## config.mk

```make
export PLATFORM = sky130hd
export DESIGN_NAME = macd_indicator_filter_top
export DESIGN_NICKNAME = d
export VERILOG_FILES = /design/src/hw/rtl/macdf_pkg.sv /design/src/hw/rtl/macd_indicator_filter_top.sv
export SDC_FILE = /design/constraint.sdc
export NUM_CORES = 2
export LEC_CHECK = 0
export ABC_CLOCK_PERIOD_IN_PS = 15000
export BUFFER_PORTS_ARGS = -buffer_cell sky130_fd_sc_hd__buf_4
export CAP_MARGIN = 20
export CORE_MARGIN = 8
export CORE_UTILIZATION = 60
export CTS_BUF_LIST = sky130_fd_sc_hd__clkbuf_8
export DETAILED_ROUTE_END_ITERATION = 8
export GPL_TIMING_DRIVEN = 0
export PLACE_DENSITY = 0.82
export SETUP_SLACK_MARGIN = 0.05
export SYNTH_ARGS = -nofsm -noshare
export SYNTH_HDL_FRONTEND = slang
export SYNTH_SLANG_ARGS = --single-unit
```

## constraint.sdc

```tcl
create_clock -name aclk -period 15 [get_ports aclk]
set_clock_uncertainty 0.15 [all_clocks]
set_input_delay 2.25 -clock aclk [delete_from_list [all_inputs] [get_ports aclk]]
set_output_delay 2.25 -clock aclk [all_outputs]
set_load 0.02 [all_outputs]
```

## src/hw/rtl/macdf_pkg.sv

```systemverilog
// Shared types, constants and helpers for the MACD indicator filter.
package macdf_pkg;

    // Value format: signed fixed point on the price's binary point
    localparam int VAL_W           = 40;
    localparam int PERIOD_W        = 8;
    localparam int CFG_IDX_W       = 2;
    localparam int PRICE_WIDTH_DEF = 32;

    // Numerator avg*(n-1) + 2x needs 40 + 9 bits plus one for the add
    localparam int NUM_W      = VAL_W + PERIOD_W + 2;
    localparam int DIVISOR_W  = PERIOD_W + 1;
    // Quotient magnitude never exceeds 2^(VAL_W-1), so VAL_W quotient bits do
    localparam int QUO_W      = VAL_W;
    // Partial remainder stays below the divisor (at most 256)
    localparam int REM_W      = PERIOD_W;
    localparam int DIV_STEP   = 4;
    localparam int DIV_CYCLES = QUO_W / DIV_STEP;
    localparam int CNT_W      = $clog2(DIV_CYCLES);

    // Period reset values
    localparam logic [PERIOD_W-1:0] SHORT_PERIOD_RST  = 8'd12;
    localparam logic [PERIOD_W-1:0] LONG_PERIOD_RST   = 8'd26;
    localparam logic [PERIOD_W-1:0] SIGNAL_PERIOD_RST = 8'd9;

    typedef logic signed [VAL_W-1:0]   val_t;
    typedef logic signed [VAL_W+1:0]   wide_t;

    // Configuration register indices
    typedef enum logic [CFG_IDX_W-1:0] {
        CFG_SHORT_PERIOD  = 2'd0,
        CFG_LONG_PERIOD   = 2'd1,
        CFG_SIGNAL_PERIOD = 2'd2
    } cfg_idx_t;

    // Sequencer states
    typedef enum logic [2:0] {
        ST_IDLE,
        ST_MUL,
        ST_PREP,
        ST_DIV,
        ST_WB,
        ST_DIFF,
        ST_OUT
    } state_t;

    // Which average the shared unit is working on
    typedef enum logic [1:0] {
        SEL_FAST,
        SEL_SLOW,
        SEL_SIG
    } sel_t;

    // Clamp a wide signed value to the signed VAL_W range
    function automatic val_t sat_val(input wide_t v);
        wide_t hi;
        wide_t lo;
        hi = {3'b000, {(VAL_W-1){1'b1}}};
        lo = {3'b111, {(VAL_W-1){1'b0}}};
        if (v > hi) begin
            return {1'b0, {(VAL_W-1){1'b1}}};
        end else if (v < lo) begin
            return {1'b1, {(VAL_W-1){1'b0}}};
        end else begin
            return v[VAL_W-1:0];
        end
    endfunction

endpackage

```

## src/hw/rtl/macd_indicator_filter_top.sv

```systemverilog
// MACD oscillator: fast/slow/signal exponential averages over one shared divider.
// Usage
//  s_ channel: one closing price per transfer (unsigned fixed point) plus a
//  series start flag. A start price loads both averages, clears the signal
//  average and produces no result; s_ready stays high for the next price.
//  m_ channel: one result per non-start price: difference line, signal line
//  and histogram, 40-bit signed on the price's binary point.
//  cfg_ channel: period registers (short, long, signal), always ready; write
//  only while no price is in flight. A period of zero behaves as one.
// Sequence
//  A non-start price runs through three average updates (fast, slow,
//  signal), each a multiply, a sign fold, divider cycles that each retire
//  four quotient bits, and a write back; the difference is taken between
//  the slow and signal updates, and the output register is loaded last.
//  The shared radix-2 divider serves all three updates; one price is in
//  work at a time, so the next price is taken only after its result is loaded.
// Reset and stall
//  aresetn (synchronous, active low) restores the default periods and zeroes
//  the averages. A result waits in the output register while m_ready is low;
//  the next price is accepted meanwhile and held back only at its own output.
module macd_indicator_filter_top #(
    parameter int PRICE_WIDTH = macdf_pkg::PRICE_WIDTH_DEF
) (
    input  logic                                 aclk,
    input  logic                                 aresetn,
    input  logic                                 s_valid,
    output logic                                 s_ready,
    input  logic [PRICE_WIDTH-1:0]               s_close_price,
    input  logic                                 s_series_start,
    output logic                                 m_valid,
    input  logic                                 m_ready,
    output logic signed [macdf_pkg::VAL_W-1:0]   m_diff_line,
    output logic signed [macdf_pkg::VAL_W-1:0]   m_signal_line,
    output logic signed [macdf_pkg::VAL_W-1:0]   m_histogram,
    input  logic                                 cfg_valid,
    output logic                                 cfg_ready,
    input  logic [macdf_pkg::CFG_IDX_W-1:0]      cfg_index,
    input  logic [macdf_pkg::PERIOD_W-1:0]       cfg_data
);
    import macdf_pkg::*;

    // Control state
    state_t state_reg, state_next;
    sel_t   sel_reg, sel_next;
    logic [CNT_W-1:0] cnt_reg;
    logic             m_valid_reg;

    // Period registers
    logic [PERIOD_W-1:0] short_reg, long_reg, signal_reg;

    // Averages
    val_t fast_reg, slow_reg, sig_reg;

    // Datapath payload
    val_t                    price_reg, dif_reg;
    logic signed [NUM_W-1:0] num_reg;
    logic                    neg_reg;
    logic [QUO_W-1:0]        quo_reg;
    logic [REM_W-1:0]        rem_reg;
    val_t                    diff_out_reg, sig_out_reg, hist_out_reg;

    // Combinational datapath
    val_t                      avg_op, x_op, price_in, ema_res, dif_calc, hist_calc;
    logic [PERIOD_W-1:0]       period_op, n_eff, nm1;
    logic [DIVISOR_W-1:0]      divisor;
    logic signed [VAL_W+PERIOD_W:0] prod;
    logic signed [NUM_W-1:0]   num_calc;
    logic [NUM_W-1:0]          mag;
    logic [QUO_W-1:0]          quo_step;
    logic [REM_W-1:0]          rem_step;
    wide_t                     q_wide, hist_diff;
    logic                      s_xfer, load_out;

    // Operand selection for the shared unit
    always_comb begin
        unique case (sel_reg)
            SEL_FAST: begin
                avg_op    = fast_reg;
                x_op      = price_reg;
                period_op = short_reg;
            end
            SEL_SLOW: begin
                avg_op    = slow_reg;
                x_op      = price_reg;
                period_op = long_reg;
            end
            SEL_SIG: begin
                avg_op    = sig_reg;
                x_op      = dif_reg;
                period_op = signal_reg;
            end
            default: begin
                avg_op    = fast_reg;
                x_op      = price_reg;
                period_op = short_reg;
            end
        endcase
    end

    // Effective period, multiplier and divisor
    assign n_eff    = (period_op == '0) ? PERIOD_W'(1) : period_op;
    assign nm1      = n_eff - PERIOD_W'(1);
    assign divisor  = {1'b0, n_eff} + DIVISOR_W'(1);
    assign prod     = avg_op * $signed({1'b0, nm1});
    assign num_calc = NUM_W'(prod) + NUM_W'(x_op) + NUM_W'(x_op);

    // Magnitude of the numerator for the unsigned divider
    assign mag = num_reg[NUM_W-1] ? (~num_reg + NUM_W'(1)) : num_reg;

    // Four restoring division steps per cycle on the narrow remainder
    always_comb begin
        logic [REM_W-1:0]     r;
        logic [QUO_W-1:0]     q;
        logic [DIVISOR_W-1:0] trial;
        r = rem_reg;
        q = quo_reg;
        for (int i = 0; i < DIV_STEP; i++) begin
            trial = {r, q[QUO_W-1]};
            q     = {q[QUO_W-2:0], 1'b0};
            if (trial >= divisor) begin
                r    = REM_W'(trial - divisor);
                q[0] = 1'b1;
            end else begin
                r = trial[REM_W-1:0];
            end
        end
        rem_step = r;
        quo_step = q;
    end

    // Signed quotient (truncated toward zero) and the other results
    assign q_wide    = wide_t'({1'b0, quo_reg});
    assign ema_res   = sat_val(neg_reg ? -q_wide : q_wide);
    assign dif_calc  = sat_val(wide_t'(fast_reg) - wide_t'(slow_reg));
    assign hist_diff = wide_t'(dif_reg) - wide_t'(sig_reg);
    assign hist_calc = sat_val(hist_diff + hist_diff);
    assign price_in  = sat_val($signed({{(VAL_W+2-PRICE_WIDTH){1'b0}}, s_close_price}));

    // Next state
    always_comb begin
        state_next = state_reg;
        sel_next   = sel_reg;
        unique case (state_reg)
            ST_IDLE: begin
                if (s_valid && !s_series_start) begin
                    state_next = ST_MUL;
                    sel_next   = SEL_FAST;
                end
            end
            ST_MUL:  state_next = ST_PREP;
            ST_PREP: state_next = ST_DIV;
            ST_DIV: begin
                if (cnt_reg == CNT_W'(DIV_CYCLES - 1)) begin
                    state_next = ST_WB;
                end
            end
            ST_WB: begin
                unique case (sel_reg)
                    SEL_FAST: begin
                        state_next = ST_MUL;
                        sel_next   = SEL_SLOW;
                    end
                    SEL_SLOW: begin
                        state_next = ST_DIFF;
                        sel_next   = SEL_SIG;
                    end
                    default:  state_next = ST_OUT;
                endcase
            end
            ST_DIFF: state_next = ST_MUL;
            ST_OUT: begin
                if (!m_valid_reg || m_ready) begin
                    state_next = ST_IDLE;
                end
            end
            default: state_next = ST_IDLE;
        endcase
    end

    // Handshake outputs
    always_comb begin
        s_ready   = (state_reg == ST_IDLE);
        cfg_ready = 1'b1;
        load_out  = (state_reg == ST_OUT) && (!m_valid_reg || m_ready);
    end

    assign s_xfer        = s_valid && s_ready;
    assign m_valid       = m_valid_reg;
    assign m_diff_line   = diff_out_reg;
    assign m_signal_line = sig_out_reg;
    assign m_histogram   = hist_out_reg;

    // Control registers, periods and averages
    always_ff @(posedge aclk) begin
        if (!aresetn) begin
            state_reg   <= ST_IDLE;
            sel_reg     <= SEL_FAST;
            cnt_reg     <= '0;
            m_valid_reg <= 1'b0;
            short_reg   <= SHORT_PERIOD_RST;
            long_reg    <= LONG_PERIOD_RST;
            signal_reg  <= SIGNAL_PERIOD_RST;
            fast_reg    <= '0;
            slow_reg    <= '0;
            sig_reg     <= '0;
        end else begin
            state_reg <= state_next;
            sel_reg   <= sel_next;

            // Divider cycle count
            if (state_reg == ST_PREP) begin
                cnt_reg <= '0;
            end else if (state_reg == ST_DIV) begin
                cnt_reg <= cnt_reg + CNT_W'(1);
            end

            // Output valid
            if (load_out) begin
                m_valid_reg <= 1'b1;
            end else if (m_ready) begin
                m_valid_reg <= 1'b0;
            end

            // Period writes
            if (cfg_valid && cfg_ready) begin
                unique case (cfg_index)
                    CFG_SHORT_PERIOD:  short_reg  <= cfg_data;
                    CFG_LONG_PERIOD:   long_reg   <= cfg_data;
                    CFG_SIGNAL_PERIOD: signal_reg <= cfg_data;
                    default: ;
                endcase
            end

            // Series start loads the averages; write back updates one
            if (s_xfer && s_series_start) begin
                fast_reg <= price_in;
                slow_reg <= price_in;
                sig_reg  <= '0;
            end else if (state_reg == ST_WB) begin
                unique case (sel_reg)
                    SEL_FAST: fast_reg <= ema_res;
                    SEL_SLOW: slow_reg <= ema_res;
                    SEL_SIG:  sig_reg  <= ema_res;
                    default: ;
                endcase
            end
        end
    end

    // Datapath payload registers
    always_ff @(posedge aclk) begin
        if (s_xfer) begin
            price_reg <= price_in;
        end
        if (state_reg == ST_MUL) begin
            num_reg <= num_calc;
        end
        if (state_reg == ST_PREP) begin
            neg_reg <= num_reg[NUM_W-1];
            rem_reg <= mag[QUO_W+REM_W-1:QUO_W];
            quo_reg <= mag[QUO_W-1:0];
        end else if (state_reg == ST_DIV) begin
            rem_reg <= rem_step;
            quo_reg <= quo_step;
        end
        if (state_reg == ST_DIFF) begin
            dif_reg <= dif_calc;
        end
        if (load_out) begin
            diff_out_reg <= dif_reg;
            sig_out_reg  <= sig_reg;
            hist_out_reg <= hist_calc;
        end
    end

    // Assertions
    a_rem_below_divisor: assert property (@(posedge aclk) disable iff (!aresetn)
        (state_reg == ST_DIV) |-> ({1'b0, rem_reg} < divisor))
        else $error("divider remainder not below divisor");

    a_numerator_range: assert property (@(posedge aclk) disable iff (!aresetn)
        (state_reg == ST_PREP) |->
            ((mag[NUM_W-1:QUO_W+REM_W] == '0) &&
             ({1'b0, mag[QUO_W+REM_W-1:QUO_W]} < divisor)))
        else $error("numerator too large for the quotient width");

    a_quotient_bound: assert property (@(posedge aclk) disable iff (!aresetn)
        (state_reg == ST_WB) |->
            ((quo_reg[QUO_W-1] == 1'b0) || (quo_reg[QUO_W-2:0] == '0)))
        else $error("quotient magnitude exceeds value range");

    a_start_clears_signal: assert property (@(posedge aclk) disable iff (!aresetn)
        (s_xfer && s_series_start) |=> ((sig_reg == '0) && (state_reg == ST_IDLE)))
        else $error("series start did not clear the signal average");

endmodule
```

==> summary.txt <==
status: finished, final reports clean
Post-Place Cell Area: 39100 um2
via count: 31.3k
clk sinks: 444
Synth Register Bits: 444
Sw Share: 43.1%
relative slew slack: 24.6%
gr ovfl total: 0
DIE HEIGHT: 263 um
GPL Wtd Cong: 1.01
worst-path fanout max: 23
Sequential Power Share: 24.4%
largest family of logic cells by synthesized area: adder cells
commonest non-fill, non-tap cell in the layout: inv_1
P per Cell Area: 164 nW/um2
# rows: 90
Most used DFF post-synth: edfxtp_1
Crit path top cell by count: ha_1
die area: 69300 um2
Logic pwr share: 58.3%
Post-synth EDFFs: 290
Synth Area in Adders: 24.0%
number of I/O port buffers: 169
Worst R2R Setup Slack: 1.25 ns
crit path max-delay cell type: clkbuf_4
GR Util All Layers: 33.1%
commonest non-fill, non-tap cells in the layout: inv_1 (503), nor2_1 (361), nand2_1 (330)
CTS hold repair buffers: 0
Int Pwr: 0.00378 W
Cells after Synth: 3887
DR DRC count: 0
Design Area, Final: 40700 um2
clock root buffer: clkbuf_8
final hold violation count: 0
simple-gate share of the synthesized area: 12.8%
top area cells in the synthesized netlist: edfxtp_1 (24%), fa_1 (16%), dfxtp_1 (8.4%), ha_1 (7.7%), inv_1 (4.9%)
Total Wirelength: 116000 um
GRT met3 Usage: 8.15%
largest net degree at the start of global routing: 45
Net Sw Power: 0.00287 W
fill cell count: 4813
Clock power frac: 17.3%
IO Pins: 171
DRT Pass-1 Iters: 6
area share of xor/xnor cells in the synthesized design: 5.66%
Pleak: 17.6 nW
CP startpoint kind: flip-flop
Yosys warnings: 0
DR WL/cell: 23.3 um
Area Overhead vs Synth: 11.0%
Top Usage Layer GRT: met2
Skew-Pair Late Insertion Delay: 0.74 ns
post-synth cell types: 74
Async S/R FF share, synth: 0%
DP Wirelength: 92800 um
violation count after the first detailed-route iteration: 3717
crit share post-route: 91.7%
Critical Path AT: 14.07 ns
clk buf depth: 3
post-synthesis compound-gate area fraction: 15.9%
Syn Area/Cell: 9.43 um2
Initial Util: 60.8%
via density per instance: 6.26
initial antenna violation count: 3
VDD IR max: 387 uV
Mapped Area: 36700 um2
Worst Setup Path Type: flip-flop to flip-flop
met1 Use GR: 43.0%
htree depth: 3
fmax: 0.0727 GHz
Tightest Hold Check Type: flip-flop to flip-flop
R2R depth: 52
Worst Setup End Kind: flip-flop
sequential share of the synthesized area: 32.2%
core area: 60400 um2
hold depth: 0
post-layout util: 67.4%
post-synth top area share: 23.7%
Largest register FFs: 49
post-route ant nets: 0
Max Cap Violations: 0
min cycle time layout: 13.75 ns
CP max stage delay: 0.53 ns
Worst-Margin Slew: 1.11 ns
Synthesized Nets: 4460
global routing usage on met2: 48.5%
CTS buffer count: 77
final setup violating endpoints: 0
global-route wire length before repair: 178000 um
post-CTS repair timing setup buffer count: 0
NumNets Final: 4718
fin cells: 4992
Synth area leader: edfxtp_1
CP required: 15.32 ns
RSZ-0062 raised after global routing: no
vias in the first global route: 30.8k
TritonCTS clock tree: built
post-placement cell count: 4848
share of cells above drive strength 1: 10.1%
DIE WIDTH: 263 um
post-synthesis mux area share: 2.50%
Clk pin slew, worst setup/hold paths: 0.06 ns
Max Slew Vio Count: 0
[kinds of logic after synthesis]
| logic type | count (synthesis) |
|---|---|
| AND/OR/NAND/NOR | 1023 |
| AO/OA/AOI/OAI | 914 |
| buffers and inverters | 658 |
| adder cells (fa/ha/maj) | 525 |
| flip-flops | 444 |
| XOR/XNOR | 236 |
| multiplexers | 86 |
| other | 1 |
[worst max-delay path: cells and delay by family, from the launching register on]
| family | cells | cell delay, ns |
|---|---|---|
| compound gates | 19 | 4.39 |
| flops | 1 | 0.36 |
| mux | 2 | 0.75 |
| simple gates | 15 | 3.00 |
| fa+ha+maj | 6 | 2.05 |
| buf+inv | 10 | 2.78 |
[metrics by stage]
stage / setup slack, ns / setup TNS [ns] / hold WS (ns) / total power (W)
global placement: -0.996 / -5.93 / 0.298 / 0.00527
finish: 1.25 / 0 / 0.313 / 0.00666
CTS: 0.0990 / 0 / 0.314 / 0.00656
floorplan: 3.11 / 0 / 0.281 / 0.00456
detailed placement: -0.746 / -3.99 / 0.301 / 0.00538
global route: 0.150 / 0 / 0.325 / 0.00715
[cell type report]
class / instances / area (um2) / area share [%]
sequential: 444 / 11800 / 29.0
timing repair buffer: 180 / 1430 / 3.52
clock buffer: 84 / 1160 / 2.84
inverter: 483 / 1810 / 4.45
tap: 782 / 978 / 2.40
antenna: 1 / 2.50 / 0.00615
multi-input combinational: 2785 / 22400 / 55.0
clock inverter: 59 / 389 / 0.956
buffer: 174 / 736 / 1.81
[synthesized netlist by cell type, drive strengths merged, types with 30 or more instances]
master / instances
mux2: 45
fa: 299
nor2b: 54
edfxtp: 290
dfxtp: 154
a21oi: 197
ha: 226
xnor2: 138
a22oi: 46
a221oi: 62
or3: 30
nor2: 364
nand2b: 51
inv: 483
nand3: 37
a211oi: 67
xor2: 98
a21o: 85
nand2: 330
mux2i: 41
o21ai: 279
buf: 41
clkbuf: 134
[power by group through the flow]
stage | clock network (W) | logic, W | registers, W
after floorplan | 0 | 0.00295 | 0.00162
after global placement | 0 | 0.00363 | 0.00164
after detailed placement | 0 | 0.00374 | 0.00164
after CTS | 0.00115 | 0.00379 | 0.00162
after global routing | 0.00120 | 0.00432 | 0.00163
final | 0.00115 | 0.00388 | 0.00162
[path summary, 6_finish.rpt]
check | from | end
max reg2reg | sel_reg[0] | rem_reg[3]
max | sel_reg[0] | rem_reg[3]
min | sig_reg[8] | m_signal_line[8]
min reg2reg | sig_reg[8] | m_signal_line[8]
[per-layer routing]
metal / share of wire (%) / wire length, um
met5: 0 / 0
met4: 8.1 / 9360
met3: 12 / 14200
met2: 42 / 49100
met1: 37 / 43600
[what timing repair did]
action / CTS / global route
pin swaps: 0 / 0
setup endpoints to repair: 8 / 9
gates resized for setup: 8 / 13
Power figures use the tool's default switching activity.
